[config.mk]
export PLATFORM = sky130hd
export DESIGN_NAME = scm_cell
export DESIGN_NICKNAME = d
export VERILOG_FILES = /design/src/rtl/scm_pkg.sv /design/src/rtl/scm_cell.sv
export SDC_FILE = /design/constraint.sdc
export NUM_CORES = 2
export LEC_CHECK = 0
export ABC_AREA = 1
export BUFFER_PORTS_ARGS = -buffer_cell sky130_fd_sc_hd__buf_2
export CAP_MARGIN = 10
export CORE_ASPECT_RATIO = 1.1
export CORE_MARGIN = 1.5
export CORE_UTILIZATION = 45
export CTS_CLUSTER_SIZE = 24
export DETAILED_ROUTE_END_ITERATION = 8
export PLACE_DENSITY_LB_ADDON = 0.12
export SYNTH_ARGS = -nofsm -noshare
export SYNTH_HDL_FRONTEND = slang
export SYNTH_SLANG_ARGS = --single-unit
[constraint.sdc]
create_clock -name i_clk -period 12.3 [get_ports i_clk]
set_input_delay 2.46 -clock i_clk [delete_from_list [all_inputs] [get_ports i_clk]]
set_output_delay 2.46 -clock i_clk [all_outputs]
set_load 0.02 [all_outputs]
[src/rtl/scm_pkg.sv]
// ----------------------------------------------------------------------------
// scm_pkg
// Shared widths, defaults and the cell control bundle for the covariance unit.
// ----------------------------------------------------------------------------
package scm_pkg;

    localparam int IN_W            = 28;   // Q4.24 return
    localparam int DEV_W           = IN_W + 1;
    localparam int PROD_W          = 2 * DEV_W;
    localparam int COV_W           = 64;   // Q16.48 result
    localparam int IDX_W           = 3;    // row / col port width
    localparam int NUM_IN          = 8;    // return fields on the input beat
    localparam int MAX_SAMPLES_DEF = 64;
    localparam int NUM_ASSETS_DEF  = 8;
    localparam int ACC_W_DEF       = PROD_W + $clog2(MAX_SAMPLES_DEF + 1);

    typedef struct packed {
        logic clear;       // zero the accumulator
        logic sum_x;       // add raw sample (mean pass)
        logic dev_en;      // register deviation
        logic mul_en;      // register product
        logic sum_prod;    // add product (covariance pass)
        logic shift_acc;   // move accumulators one cell down
        logic shift_mean;  // move means one cell down
    } t_cell_ctl;

endpackage

[src/rtl/scm_cell.sv]
// ----------------------------------------------------------------------------
// scm_cell
// One asset lane: deviation, product and wide accumulator, plus the asset
// mean. Accumulators and means move toward cell 0 during drain.
// ----------------------------------------------------------------------------
module scm_cell #(
    parameter int ACC_W = scm_pkg::ACC_W_DEF
) (
    input  logic                              i_clk,
    input  scm_pkg::t_cell_ctl                i_ctl,
    input  logic signed [scm_pkg::IN_W-1:0]   i_x,
    input  logic signed [scm_pkg::DEV_W-1:0]  i_dev_a,
    input  logic signed [ACC_W-1:0]           i_acc_next,
    input  logic signed [scm_pkg::IN_W-1:0]   i_mean_next,
    output logic signed [ACC_W-1:0]           o_acc,
    output logic signed [scm_pkg::IN_W-1:0]   o_mean
);

    logic signed [ACC_W-1:0]            r_acc;
    logic signed [scm_pkg::IN_W-1:0]    r_mean;
    logic signed [scm_pkg::DEV_W-1:0]   r_dev;
    logic signed [scm_pkg::PROD_W-1:0]  r_prod;

    always_ff @(posedge i_clk) begin
        if (i_ctl.clear) begin
            r_acc <= '0;
        end else if (i_ctl.shift_acc) begin
            r_acc <= i_acc_next;
        end else if (i_ctl.sum_x) begin
            r_acc <= r_acc + ACC_W'(i_x);
        end else if (i_ctl.sum_prod) begin
            r_acc <= r_acc + ACC_W'(r_prod);
        end
        if (i_ctl.dev_en) begin
            r_dev <= scm_pkg::DEV_W'(i_x) - scm_pkg::DEV_W'(r_mean);
        end
        if (i_ctl.mul_en) begin
            r_prod <= r_dev * i_dev_a;
        end
        if (i_ctl.shift_mean) begin
            r_mean <= i_mean_next;
        end
    end

    assign o_acc  = r_acc;
    assign o_mean = r_mean;

endmodule

# Word level (Yosys, flattened, before mapping)
# Index checks and enable logic that the tools add are counted.
[classes]
add_sub_neg = 3
n_mul = 1
div_mod_pow = 0
order_cmp = 0
eq_ne = 0
n_shift = 0
muxes = 3
n_bitwise = 0
n_reduce_logical = 1
[ops]
columns = ["op", "n"]
rows = [
  ["$mux 65", 3],
  ["$add 65x28->65", 1],
  ["$add 65x58->65", 1],
  ["$mul 29x29->58", 1],
  ["$sub 28x28->29", 1],
  ["$reduce_bool 3->1", 1],
]
[totals]
register_bits = 180
latch_bits = 0
ramBits = 0
mem_bits_ro = 0
out_inout_bits = 93
elab_cells = 12
n_memories = 0

# Longest topological paths before layout
[depth]
word_depth = 4
depth_mapped = 30

# Worst setup path before layout
# No wires, ideal clock.
[synth_path]
kind = "input port to flip-flop"
from = "input i_dev_a[7] (netlist name)"
to = "register r_prod[57] (netlist name), data pin"
setup_time_ps = 253
arrival_ps = 9157
t_required_ps = 12047
setup_slack_ps = 2890
stages = 27
n_path_buf = 2
path_cell_list = "clkbuf_1 -> clkbuf_1 -> nand2_1 -> fa_1 -> fa_1 -> fa_1 -> inv_1 -> fa_1 -> inv_1 -> fa_1 -> inv_1 -> fa_1 -> inv_1 -> fa_1 -> fa_1 -> inv_1 -> ha_1 -> nand2_1 -> nor2_1 -> inv_1 -> nor2_1 -> nand2_1 -> or2_1 -> nand3_1 -> inv_1 -> nand2_1 -> nand2_1"
[synth_between]
elab_chain_len = 1
[synth_rtl]
columns = ["element", "line", "text"]
rows = [
  ["start: declaration", "scm_cell.sv:12", "input logic signed [scm_pkg::DEV_W-1:0] i_dev_a,"],
  ["$mul 29x29->58", "scm_cell.sv:38", "r_prod <= r_dev * i_dev_a;"],
  ["end signal: assignment", "scm_cell.sv:38", ""],
  ["end: declaration", "scm_cell.sv:22", "logic signed [scm_pkg::PROD_W-1:0] r_prod;"],
]
# No other way between the ends.
# A chain may end at the register's enable or synchronous reset.

# Final worst setup path
[layout_path]
from = "input i_dev_a[5] (netlist name)"
to = "register r_prod[54] (netlist name), data pin"
# The elaborated chain is that of the path after synthesis.

==> reports/metrics.yaml <==
initial_core_util_pct: 45.35
fin_ws_ns: 2.464
gp_congestion: 0.9918
reg2reg_slack_ns: 3.99
ys.flop_type: "edfxtp_1"
cp-end-kind: "flop"
tightest_slew_ns: 0.9137
dp_hpwl_um: 123200
route.vias.total: 37800
worstPathCellList: "buf_2 > nand2_1 > fa_1 > fa_1 > fa_1 > inv_1 > fa_1 > inv_1 > fa_1 > inv_1 > fa_1 > inv_1 > fa_1 > fa_1 > inv_1 > ha_1 > nand2_1 > nor2_1 > inv_1 > nor2_1 > nand3_1 > or2_1 > nand4_1 > nand2_1"
drive_above_1_share_pct: 7.566
stdcell_count: 7587
hp-class: "reg -> reg"
async_flop_share_pct: 0
ant_nets: 0
via_per_inst: 4.982
status: "finished clean"
grt_usage_pct: 28.39
grt_max_degree: 81
pin_count: 251
worstRegToRegCells: 26
syn_area_um2: 46270
ctsHoldBuffers: 0
grt_pass1_vias: 39440
yosys_warnings: 0
cts_tree: "yes"
hold_depth: 2
yosysSeqAreaShare_pct: 10.28
die_width_um: 308.7
synth_area_leaders: "fa_1, inv_1, nand2_1"
timing.fmax_mhz: 101.7
cts_root_buf: "clkbuf_16"
numPortBuffers: 250
first_pass_iters: 6
hold_ws_ns: 0.4910
drv_cap: 0
synth-seq-cells: 180
drt_iter0_drc: 2547
crit_required_ns: 12.54
post-place-cells: 7555
crit_top_cell: "fa_1"
n_fill_cell: 10470
antenna_found_initial: 2
startpoint_type: "input pin"
tns_ns: 0
cts_resized: 0
dpl_worst_slack_ns: 1.961
grt_setup_unrepaired: "no"
htree_num_levels: 4
finalCriticalPeriod_ns: 9.836
route.detailed.drc: 0
cpMaxStageDelayCell: "fa_1"
yosysTopAreaCellShare_pct: 39.07
synth_top_area_cell: "fa_1"
rows: 123
final_common_cell: "inv_1"
setup_viol: 0
clock_skew_ns: 0.01484
syn2layout_area_growth_pct: 6.622
hold_viol_final: 0
grt_remaining_overflow: 0
critPathMaxFanout: 21
totalWireLength_um: 145600
critical_path_class: "in -> reg"
relSlewSlack_pct: 39.09
critPathMaxStageDelay_ns: 0.81
core-area_um2: 102000
clkTransAtPathRegs_ns: 0.07
fin_nets: 7522
die_area_um2: 104800
antenna_cells: 0
routedWlPerCell_um: 19.19
postCtsSetupRepairBufs: 0
cts_buffers: 17
min_from: "o_acc[60]$_SDFFE_PP0P_"
period_share_pct: 79.97
final_cell_mix: "inv_1, nand2_1, fa_1"
grt_pass1_wl_um: 227700
syn_avg_cell_area_um2: 7.592
min_to: "o_acc[60]$_SDFFE_PP0P_"
arrival_ns: 10.08
slew_viol_final: 0
synthDistinctLibCells: 56
synth_nets: 7418
clock_latency_ns: 0.48
synth-edff-count: 115
r2r-end: "r_prod[54]$_DFFE_PP_"
cts.sinks: 180
syn_inst: 6095
timing.rr.start: "r_dev[28]$_DFFE_PP_"
cts_buffer_depth: 2
die_y_um: 339.3
per-stage QoR:
step,instance area (um^2),utilization [%]
floorplan,46270,-
global placement,48770,47.79
detailed placement,48770,47.79
CTS,49340,48.35
global route,49340,48.35
finish,49340,48.35
registers in the layout, summed over array words and instances, names as in the netlist:
signal and flops:
r_prod 58, r_dev 29, o_acc 65, o_mean 28
worst max path at each step:
stage,depth (start not counted),slack (ns),start,end
final,24,2.46,i_dev_a[5],r_prod[54]$_DFFE_PP_
after global routing,27,2.10,i_dev_a[6],r_prod[57]$_DFFE_PP_
after CTS,24,2.46,i_dev_a[5],r_prod[54]$_DFFE_PP_
after detailed placement,24,1.96,i_dev_a[5],r_prod[54]$_DFFE_PP_
after global placement,25,2.00,i_dev_a[5],r_prod[47]$_DFFE_PP_
after floorplan,27,2.89,i_dev_a[7],r_prod[57]$_DFFE_PP_
cell usage after synthesis (2+ instances only):
master,instances
o21bai_1,23
or2_2,12
o21ai_0,104
a21oi_2,8
ha_1,262
a21oi_1,194
nand3_2,4
xor2_1,83
and2_1,2
or2_1,7
fa_1,903
a22o_1,23
nor4_1,10
xnor2_1,30
dfxtp_1,65
a31oi_1,29
mux2_2,25
a211oi_1,9
a21boi_0,2
nor3_2,2
nor2_1,285
a21o_1,18
nor2_2,18
buf_1,41
nand3b_1,12
inv_1,1748
nand4_1,33
nand2_2,27
edfxtp_1,115
o21a_1,3
clkbuf_1,159
inv_2,28
o21ai_1,10
nand3_1,145
o21ai_2,2
nand2_1,1599
buf_4,2
buf_2,7
nor3_1,22
nor2_4,8
kinds of logic after synthesis:
logic type | after synthesis | share of synthesized area [%]
AND/OR/NAND/NOR | 2190 | 19.17
buffers and inverters | 1988 | 16.22
adder cells (fa/ha/maj) | 1165 | 46.15
AO/OA/AOI/OAI | 434 | 5.440
flip-flops | 180 | 10.28
XOR/XNOR | 113 | 2.139
multiplexers | 25 | 0.6084
critical path, delay by kind of cell:
family | cells | cell delay, ns
simple gates | 8 | 1.45
fa+ha+maj | 9 | 5.16
buf+inv | 7 | 0.97
routing by layer:
| layer | vias up | wire, um | share of wire, % | global-route usage, % |
|---|---|---|---|---|
| met5 | - | 5 | 0.0034 | 0 |
| met4 | 2 | 3554 | 2.4 | 7.492 |
| met3 | 150 | 7187 | 4.9 | 2.323 |
| met2 | 1035 | 69700 | 48 | 47.72 |
| met1 | 18840 | 65170 | 45 | 39.45 |
| li1 | 17770 | - | - | - |
area by class of cell:
type	count	area, um^2	share of cell area (%)
clock buffers	17	425.4	0.8623
clock inverters	15	145.1	0.2942
inverters	1776	6666	13.51
multi-input cells	3927	34020	68.96
flip-flops and latches	180	4755	9.637
well taps	1375	1720	3.487
repair buffers	297	1604	3.251
Power is not shown: default switching activity piles up to over one toggle a cycle in this logic, so the estimate is an artifact.
