==> src/rtl/scm_pkg.sv <==
// ----------------------------------------------------------------------------
// scm_pkg
// Shared widths, defaults and the cell control bundle for the covariance unit.
// ----------------------------------------------------------------------------
package scm_pkg;

    localparam int IN_W            = 28;   // Q4.24 return
    localparam int DEV_W           = IN_W + 1;
    localparam int PROD_W          = 2 * DEV_W;
    localparam int COV_W           = 64;   // Q16.48 result
    localparam int IDX_W           = 3;    // row / col port width
    localparam int NUM_IN          = 8;    // return fields on the input beat
    localparam int MAX_SAMPLES_DEF = 64;
    localparam int NUM_ASSETS_DEF  = 8;
    localparam int ACC_W_DEF       = PROD_W + $clog2(MAX_SAMPLES_DEF + 1);

    typedef struct packed {
        logic clear;       // zero the accumulator
        logic sum_x;       // add raw sample (mean pass)
        logic dev_en;      // register deviation
        logic mul_en;      // register product
        logic sum_prod;    // add product (covariance pass)
        logic shift_acc;   // move accumulators one cell down
        logic shift_mean;  // move means one cell down
    } t_cell_ctl;

endpackage

==> src/rtl/scm_div.sv <==
// ----------------------------------------------------------------------------
// scm_div
// Restoring divider, one quotient bit per cycle, rounds toward zero.
// Signed dividend, unsigned nonzero divisor.
// ----------------------------------------------------------------------------
module scm_div #(
    parameter int DVD_W = scm_pkg::ACC_W_DEF,
    parameter int DVS_W = $clog2(scm_pkg::MAX_SAMPLES_DEF + 1)
) (
    input  logic                    i_clk,
    input  logic                    i_rst_n,
    input  logic                    i_start,
    input  logic signed [DVD_W-1:0] i_dividend,
    input  logic [DVS_W-1:0]        i_divisor,
    output logic                    o_done,
    output logic signed [DVD_W-1:0] o_quot
);

    localparam int CNT_W = $clog2(DVD_W + 1);

    typedef enum logic [1:0] {D_IDLE, D_RUN, D_FIX} t_dstate;

    t_dstate          r_state;
    logic [DVD_W-1:0] r_mag;
    logic [DVS_W:0]   r_rem;
    logic [DVS_W-1:0] r_dvs;
    logic [CNT_W-1:0] r_cnt;
    logic             r_neg;
    logic [DVS_W:0]   rem_sh;
    logic             q_bit;
    logic [DVS_W:0]   rem_nx;

    always_comb begin
        rem_sh = {r_rem[DVS_W-1:0], r_mag[DVD_W-1]};
        q_bit  = (rem_sh >= {1'b0, r_dvs});
        rem_nx = q_bit ? (rem_sh - {1'b0, r_dvs}) : rem_sh;
    end

    always_ff @(posedge i_clk) begin
        if (!i_rst_n) begin
            r_state <= D_IDLE;
            o_done  <= 1'b0;
        end else begin
            o_done <= 1'b0;
            case (r_state)
                D_IDLE: begin
                    if (i_start) begin
                        r_neg   <= i_dividend[DVD_W-1];
                        r_mag   <= i_dividend[DVD_W-1] ? DVD_W'(-i_dividend)
                                                       : DVD_W'(i_dividend);
                        r_dvs   <= i_divisor;
                        r_rem   <= '0;
                        r_cnt   <= '0;
                        r_state <= D_RUN;
                    end
                end
                D_RUN: begin
                    r_rem <= rem_nx;
                    r_mag <= {r_mag[DVD_W-2:0], q_bit};
                    r_cnt <= r_cnt + 1'b1;
                    if (r_cnt == CNT_W'(DVD_W - 1)) begin
                        r_state <= D_FIX;
                    end
                end
                D_FIX: begin
                    o_quot  <= r_neg ? -$signed(r_mag) : $signed(r_mag);
                    o_done  <= 1'b1;
                    r_state <= D_IDLE;
                end
                default: r_state <= D_IDLE;
            endcase
        end
    end

endmodule

==> config.mk <==
export PLATFORM = sky130hd
export DESIGN_NAME = scm_div
export DESIGN_NICKNAME = d
export VERILOG_FILES = /design/src/rtl/scm_pkg.sv /design/src/rtl/scm_div.sv
export SDC_FILE = /design/constraint.sdc
export NUM_CORES = 1
export LEC_CHECK = 0
export BUFFER_PORTS_ARGS = -buffer_cell sky130_fd_sc_hd__buf_2
export CAP_MARGIN = 10
export CORE_UTILIZATION = 50
export DETAILED_ROUTE_END_ITERATION = 6
export PLACE_DENSITY = 0.72
export RECOVER_POWER = 25
export SLEW_MARGIN = 20
export SYNTH_ARGS = -nofsm -noshare
export SYNTH_HDL_FRONTEND = slang
export SYNTH_SLANG_ARGS = --single-unit
==> constraint.sdc <==
create_clock -name i_clk -period 12.1 [get_ports i_clk]
set_input_delay 0.605 -clock i_clk [delete_from_list [all_inputs] [get_ports i_clk]]
set_output_delay 0.605 -clock i_clk [all_outputs]
set_load 0.01 [all_outputs]
## After elaboration in Yosys (flattened, before gate mapping)

Cells that the tools add are included.
Widths: inputs -> output; s select.

- Equality and inequality tests: 5
- $add $sub $neg: 4
- $lt $le $gt $ge: 1
- Reductions and logical operators: 6
- Mux-type cells: 13

Operators by type and width:

| operator | number |
|---|---|
| $mux 65 | 3 |
| $neg 65->65 | 2 |
| $pmux 65 s2 | 1 |
| $pmux 7 s2 | 2 |
| $mux 7 | 3 |
| $ge 8x7->1 | 1 |
| $add 7x1->7 const B | 1 |
| $eq 7x7->1 const B | 1 |
| $sub 7x7->7 | 1 |
| $reduce_and 3->1 | 2 |
| $mux 2 | 2 |
| $ne 2x2->1 const B | 2 |
| $pmux 2 s2 | 1 |
| $reduce_and 2->1 | 2 |
| $eq 2x1->1 const B | 1 |
| $eq 2x2->1 const B | 1 |
| $logic_not 2->1 | 1 |
| $reduce_bool 2->1 | 1 |
| $mux 1 | 1 |

- Word-level logic and storage cells: 37
- Register bits: 155
- Output and inout port bits: 66
- Input bits: 75

## Longest topological paths before layout

Gate-level depths: netlist of the first run.

- Depth in word-level cells: 4
- Gate-level depth with buffers: 9

## Worst setup path before layout of the first run

OpenSTA, ideal clock, no wires.

- Kind: in2reg
- Start point: input port i_start
- End point: register r_cnt[0] (enable)
- Slack: 5085 ps
- Setup time: 630 ps
- Path buffers: 0
- Data arrival time: 6385 ps
- Cell stages on the path: 2
- Cell sequence: nor2_1 > nor3b_1

- Cells in the longest elaborated chain, start to end: 2

RTL lines:

| element | RTL line | RTL |
|---|---|---|
| start: declaration | scm_div.sv:12 | `input logic i_start,` |
| $ne 2x2->1 (no line) | - |  |
| $reduce_and 3->1 (no line) | - |  |
| end signal: assignment | scm_div.sv:60 | `r_cnt <= r_cnt + 1'b1;` |
| end: declaration | scm_div.sv:27 | `logic [CNT_W-1:0] r_cnt;` |

Every way passes these cells.
A chain may end at the register's enable or synchronous reset.

## Worst setup path after layout of the first run

- Start point: register r_mag[7]
- End point: register o_quot[43], data pin

- Cells in the longest elaborated chain, start to end: 2

RTL lines:

| element | RTL line | RTL |
|---|---|---|
| start: declaration | scm_div.sv:24 | `logic [DVD_W-1:0] r_mag;` |
| start signal: assignment | scm_div.sv:49 | `r_mag <= i_dividend[DVD_W-1] ? DVD_W'(-i_dividend)` |
| start signal: assignment | scm_div.sv:59 | `r_mag <= {r_mag[DVD_W-2:0], q_bit};` |
| $neg 65->65 | scm_div.sv:66 | `o_quot <= r_neg ? -$signed(r_mag) : $signed(r_mag);` |
| $mux 65 | scm_div.sv:66 |  |
| end signal: assignment | scm_div.sv:66 |  |
| end: declaration | scm_div.sv:16 | `output logic signed [DVD_W-1:0] o_quot` |

Every way passes these cells.

==> results of run 1 <==
-- through the flow --
| step | hold WS (ns) | total power, mW | cells | util (%) |
|---|---|---|---|---|
| after floorplan | 0.498 | 0.801 | 777 | - |
| after global placement | 0.564 | 0.851 | 1108 | 57.0 |
| after detailed placement | 0.570 | 0.856 | 1108 | 57.0 |
| after CTS | 0.334 | 1.39 | 1140 | 60.5 |
| after global routing | 0.340 | 1.44 | 1140 | 60.0 |
| final | 0.352 | 1.38 | 1140 | 60.0 |
-- sequential cells by signal, indices dropped and copies added, names as in the netlist --
register and count:
o_done 1, o_quot 65, r_cnt 7, r_dvs 7
r_mag 65, r_neg 1, r_rem 7, r_state 2
-- worst max-delay path, stage by stage, from the launching register on --
cell	delay, ns
edfxtp_1	0.44
or4_1	0.60
or4_1	0.54
nor4_4	0.42
nand3_1	0.60
o41ai_1	0.59
xnor2_1	0.11
-- cell families after synthesis --
kind of cell / after synthesis / synth area share (%)
DFF: 155 / 53.6
buffers and inverters: 53 / 2.48
muxes: 7 / 0.856
AOI/OAI and AO/OA: 190 / 14.0
xor gates and xnor gates: 131 / 13.3
adders and majority gates: 12 / 1.83
and+or+nand+nor: 229 / 13.9
-- layer usage --
layer | global-route usage (%) | routed length [um]
met1 | 29.6 | 8620
met2 | 36.1 | 9350
met3 | 3.81 | 931
met4 | 9.72 | 465
met5 | 0 | 0
-- final cells by class --
type	instances	area share, %
Timing Repair Buffer	147	6.62
Clock buffer	21	4.50
Tap cell	220	2.75
Multi-Input combinational cell	569	37.9
Sequential cell	155	46.2
Inverter	17	0.637
Clock inverter	11	1.42
-- power breakdown --
group	internal, mW	leakage [nW]	switching (mW)
registers	0.640	1.44	0.0329
clock network	0.329	0.287	0.208
logic	0.0762	1.61	0.0989
-- final timing paths --
check / startpoint / endpoint / cells after the start
hold / removal: i_divisor[4] / r_dvs[4]$_DFFE_PP_ / 1
setup / recovery: r_mag[7]$_DFFE_PP_ / o_quot[43]$_DFFE_PP_ / 6
hold reg to reg: r_mag[0]$_DFFE_PP_ / o_quot[0]$_DFFE_PP_ / 0
setup reg to reg: r_mag[7]$_DFFE_PP_ / o_quot[43]$_DFFE_PP_ / 6
-- cells in the mapped netlist, types with 3 or more instances --
library cell / n / share of area (%)
mux2_2: 3 / 0.39
nor3_1: 15 / 0.87
nor4_1: 3 / 0.22
nor2b_1: 6 / 0.44
or4_1: 21 / 1.8
o21ai_0: 97 / 5.6
or2_2: 7 / 0.51
a211oi_1: 3 / 0.26
a21oi_1: 11 / 0.64
mux2i_1: 4 / 0.46
or3_1: 17 / 1.2
dfxtp_1: 3 / 0.70
nand3_1: 8 / 0.46
inv_1: 17 / 0.74
o31ai_1: 40 / 3.5
nand2b_1: 7 / 0.51
edfxtp_1: 152 / 53
ha_1: 11 / 1.6
xnor2_1: 71 / 7.2
nand4_1: 5 / 0.36
clkbuf_1: 32 / 1.4
nand2_1: 86 / 3.7
o211ai_1: 3 / 0.26
o41ai_1: 29 / 2.9
nor2_1: 34 / 1.5
xor2_1: 60 / 6.1
==> results.cfg, run 1 <==
[run_status]
status = finished, violations left
violations = max-capacitance violations, max-slew violations

[floorplanning]
die_w_um = 133
core_area_um2 = 16700
initial_core_util_pct = 51.6
fp-row-count = 47
die_area_um2 = 17800
ios = 141
die_h_um = 133

[logic_synthesis]
synthesis.area_um2 = 8620
synth_edf_count = 152
yosys.cell_types.count = 52
avgSynthCellArea_um2 = 11.1
ys_async_sr_fraction_pct = 0
ys_warn_count = 0
synth_ff_type = edfxtp_1
syn_nets = 864
ys_ff_latch = 155
netlist_instances = 777
synth-seq-area-share_pct = 53.6

[sta]
max-slew-margin-rel_pct = -75.7
finalSetupViolCount = 0
fin_crit_ns = 3.57
period_share_pct = 29.5
setup_slack_ns = 8.53
final.setup_skew_ns = 0.0128
tightest_slew_ns = 2.64
max_freq_mhz = 280
setup_tns_ns = 0
hold_viol_final = 0
drv_slew = 68
grt_setup_unrepaired = no

[clock_network]
path_clk_slew_ns = 0.06
post_cts_resized = 0
htree_levels = 4
cts.sinks = 155
hold_buffers = 0
ctsLongestPathBuffers = 2
ctsRootBufferMaster = clkbuf_16
postCtsSetupBuffers = 0
clock_latency_ns = 0.43
cts-buffers-inserted = 17
cts_tree = yes

[placement]
io_buffers = 140
place_area_um2 = 9510
hpwl_mm = 13.4
place_ws_ns = 8.20
place_congestion = 0.826

[drt]
viasPerCell = 5.64
routed_wl_mm = 19.4
ant_nets = 0
post-route-drc-count = 0
firstDrtPassIters = 5
vias = 6433
drt-wirelength-per-cell_um = 17.0
drt-initial-drc-count = 554

[flow_run]
drv_cap = 1

[layout]
final_common_cell = edfxtp_1
num_antenna_cells = 0
final_cell_mix = edfxtp_1, o21ai_0, nand2_1
nets = 994
final_cell_area_um2 = 10000
syn_to_final_growth_pct = 16.2
drive_gt1_share_pct = 14.0
seq_area_um2 = 4620
fillers = 1459
multi_input_area_um2 = 3800

[grt]
grt_overflow_total = 0
track_usage_pct = 22.3
grt_max_degree = 106
antenna_found_initial = 0
grt_pass1_wl_mm = 30.5
grt_pass1_vias = 6031

[critical_path]
required_ns = 12.26
reg2reg_slack_ns = 8.53
path_class = reg -> reg
start_kind = flip-flop
end_kind = flip-flop
crit_fanout = 14
arrival_ns = 3.73

[power]
leakage_nw = 3.34
p_per_area_nw_per_um2 = 138
max-vdd-ir-drop_mv = 0.108

[hold_path]
hold_path_class = in -> reg
No activity file was read; power rests on OpenSTA's default activity.
==> run 2: changes to the inputs <==
==> constraint.sdc (replaced) <==
create_clock -name i_clk -period 3.5 [get_ports i_clk]
set_input_delay 0.175 -clock i_clk [delete_from_list [all_inputs] [get_ports i_clk]]
set_output_delay 0.175 -clock i_clk [all_outputs]
set_load 0.01 [all_outputs]
==> results.cfg, run 2 (synthesized netlist as in run 1, its figures left out) <==
[critical_path]
crit_fanout = 4
crit_chain = or4_4 -> or4_1 -> or4b_4 -> or4_4 -> o41ai_2 -> xnor2_1
worstSetupEndpoint = o_quot[64]$_DFFE_PP_
reg2reg_slack_ns = 0.34
end_kind = flip-flop
timing.rr.start = r_mag[49]$_DFFE_PP_
cp_slowest_cell = or4b_4
path_class = reg -> reg
cpMostUsedCell = or4_4
critPathLaunch = r_mag[49]$_DFFE_PP_
start_kind = flip-flop
required_ns = 3.68
cpPeakStageDelay_ns = 0.60
r2r-end = o_quot[64]$_DFFE_PP_
r2r_cells = 6
arrival_ns = 3.33

[sta]
setup_slack_ns = 0.344
fin_crit_ns = 3.16
period_share_pct = 90.2
max_freq_mhz = 317
drv_slew = 165
tightest_slew_ns = 2.07
fin_worst_hold_slack_ns = 0.0732
finalSetupViolCount = 0
hold_viol_final = 0
setup_tns_ns = 0
max-slew-margin-rel_pct = -37.7
final.setup_skew_ns = 0.00698
grt_setup_unrepaired = no

[clock_network]
ctsLongestPathBuffers = 2
cts-buffers-inserted = 17
htree_levels = 4
cts.sinks = 155
ctsRootBufferMaster = clkbuf_16
post_cts_resized = 0
postCtsSetupBuffers = 0
cts_tree = yes
path_clk_slew_ns = 0.06
clock_latency_ns = 0.42

[power]
leakage_nw = 3.37
finalPower_mw = 4.71
max-vdd-ir-drop_mv = 0.340
p_per_area_nw_per_um2 = 465

[layout]
num_antenna_cells = 0
drive_gt1_share_pct = 14.3
fin_util_pct = 60.6
fillers = 1409
final_cells = 1154
syn_to_final_growth_pct = 17.4
final_cell_area_um2 = 10100
final_cell_mix = edfxtp_1, o21ai_0, nand2_1
nets = 1008
top_regs = o_quot: 65 flops, r_mag: 65 flops
final_common_cell = edfxtp_1

[floorplanning]
ios = 141
die_w_um = 133
core_area_um2 = 16700
initial_core_util_pct = 51.6
die_h_um = 133
fp-row-count = 47
die_area_um2 = 17800

[drt]
drt-wirelength-per-cell_um = 16.8
routed_wl_mm = 19.4
dr_wl_met2_mm = 8.94
topRoutingLayerUsed = met4
drt-initial-drc-count = 469
viasPerCell = 5.64
firstDrtPassIters = 5
met3_length_mm = 1.07
ant_nets = 0
met1_length_mm = 8.66
post-route-drc-count = 0
vias = 6511

[grt]
grt_pass1_vias = 5945
grt_max_degree = 80
grt_overflow_total = 0
antenna_found_initial = 0
grt_pass1_wl_mm = 30.6
track_usage_pct = 22.4

[flow_run]
drv_cap = 4

[placement]
place_area_um2 = 9610
placed_cells = 1114
hpwl_mm = 13.5
io_buffers = 140
place_ws_ns = 0.357
place_congestion = 0.832

[run_status]
violations = max-capacitance violations, max-slew violations
status = finished, violations left

[hold_path]
hold_path_class = in -> reg
## run 2: cell types whose count changed in the layout (fill, tap and decap cells not counted), sizes merged
cell | before | now
clkinvlp | 2 | 6
clkinv | 5 | 4
inv | 18 | 17
bufinv | 3 | 2
clkbuf | 89 | 90
buf | 79 | 83
dlygate4sd3 | 0 | 8
## run 2: repair_timing
item                                    4_1_cts  5_1_grt
hold endpoints to repair                      8        0
hold buffers                                  8        0
endpoints found under the setup margin        0        0
## run 2: worst min-delay path by stage
stage,startpoint,end,slack [ns],cells after the start
after floorplan,i_divisor[0],r_dvs[0]$_DFFE_PP_,0.27,0
after CTS,i_dividend[0],r_mag[0]$_DFFE_PP_,0.05,3
after detailed placement,i_divisor[3],r_dvs[3]$_DFFE_PP_,0.35,1
final,i_dividend[0],r_mag[0]$_DFFE_PP_,0.07,3
after global placement,i_divisor[1],r_dvs[1]$_DFFE_PP_,0.35,1
after global routing,i_dividend[0],r_mag[0]$_DFFE_PP_,0.09,3
## run 2: layout make-up
cell class | instances | area (um^2) | area share, %
Timing Repair Buffer | 161 | 813 | 8.03
Multi-Input combinational cell | 569 | 3780 | 37.4
Inverter | 17 | 63.8 | 0.630
Clock buffer | 20 | 437 | 4.31
Tap cell | 220 | 275 | 2.72
Clock inverter | 12 | 125 | 1.24
Sequential cell | 155 | 4620 | 45.7
## run 2: power by group
part	total, mW	switching (mW)	internal [mW]
clock network	1.76	0.721	1.04
logic	0.619	0.349	0.271
registers	2.32	0.109	2.21
## run 2: metal layers
layer  vias to the layer above  GRT usage (%)
met1                      3054           30.6
met2                       218           34.7
met5                         -              0
li1                       3194              -
met3                        45           4.11
met4                         0           10.7
## run 2: worst max-delay path, delay by kind of cell, from the launching register on
family          cells  cell delay (ns)
simple gates        4             2.05
compound gates      1             0.32
flops               1             0.45
xor+xnor            1             0.09
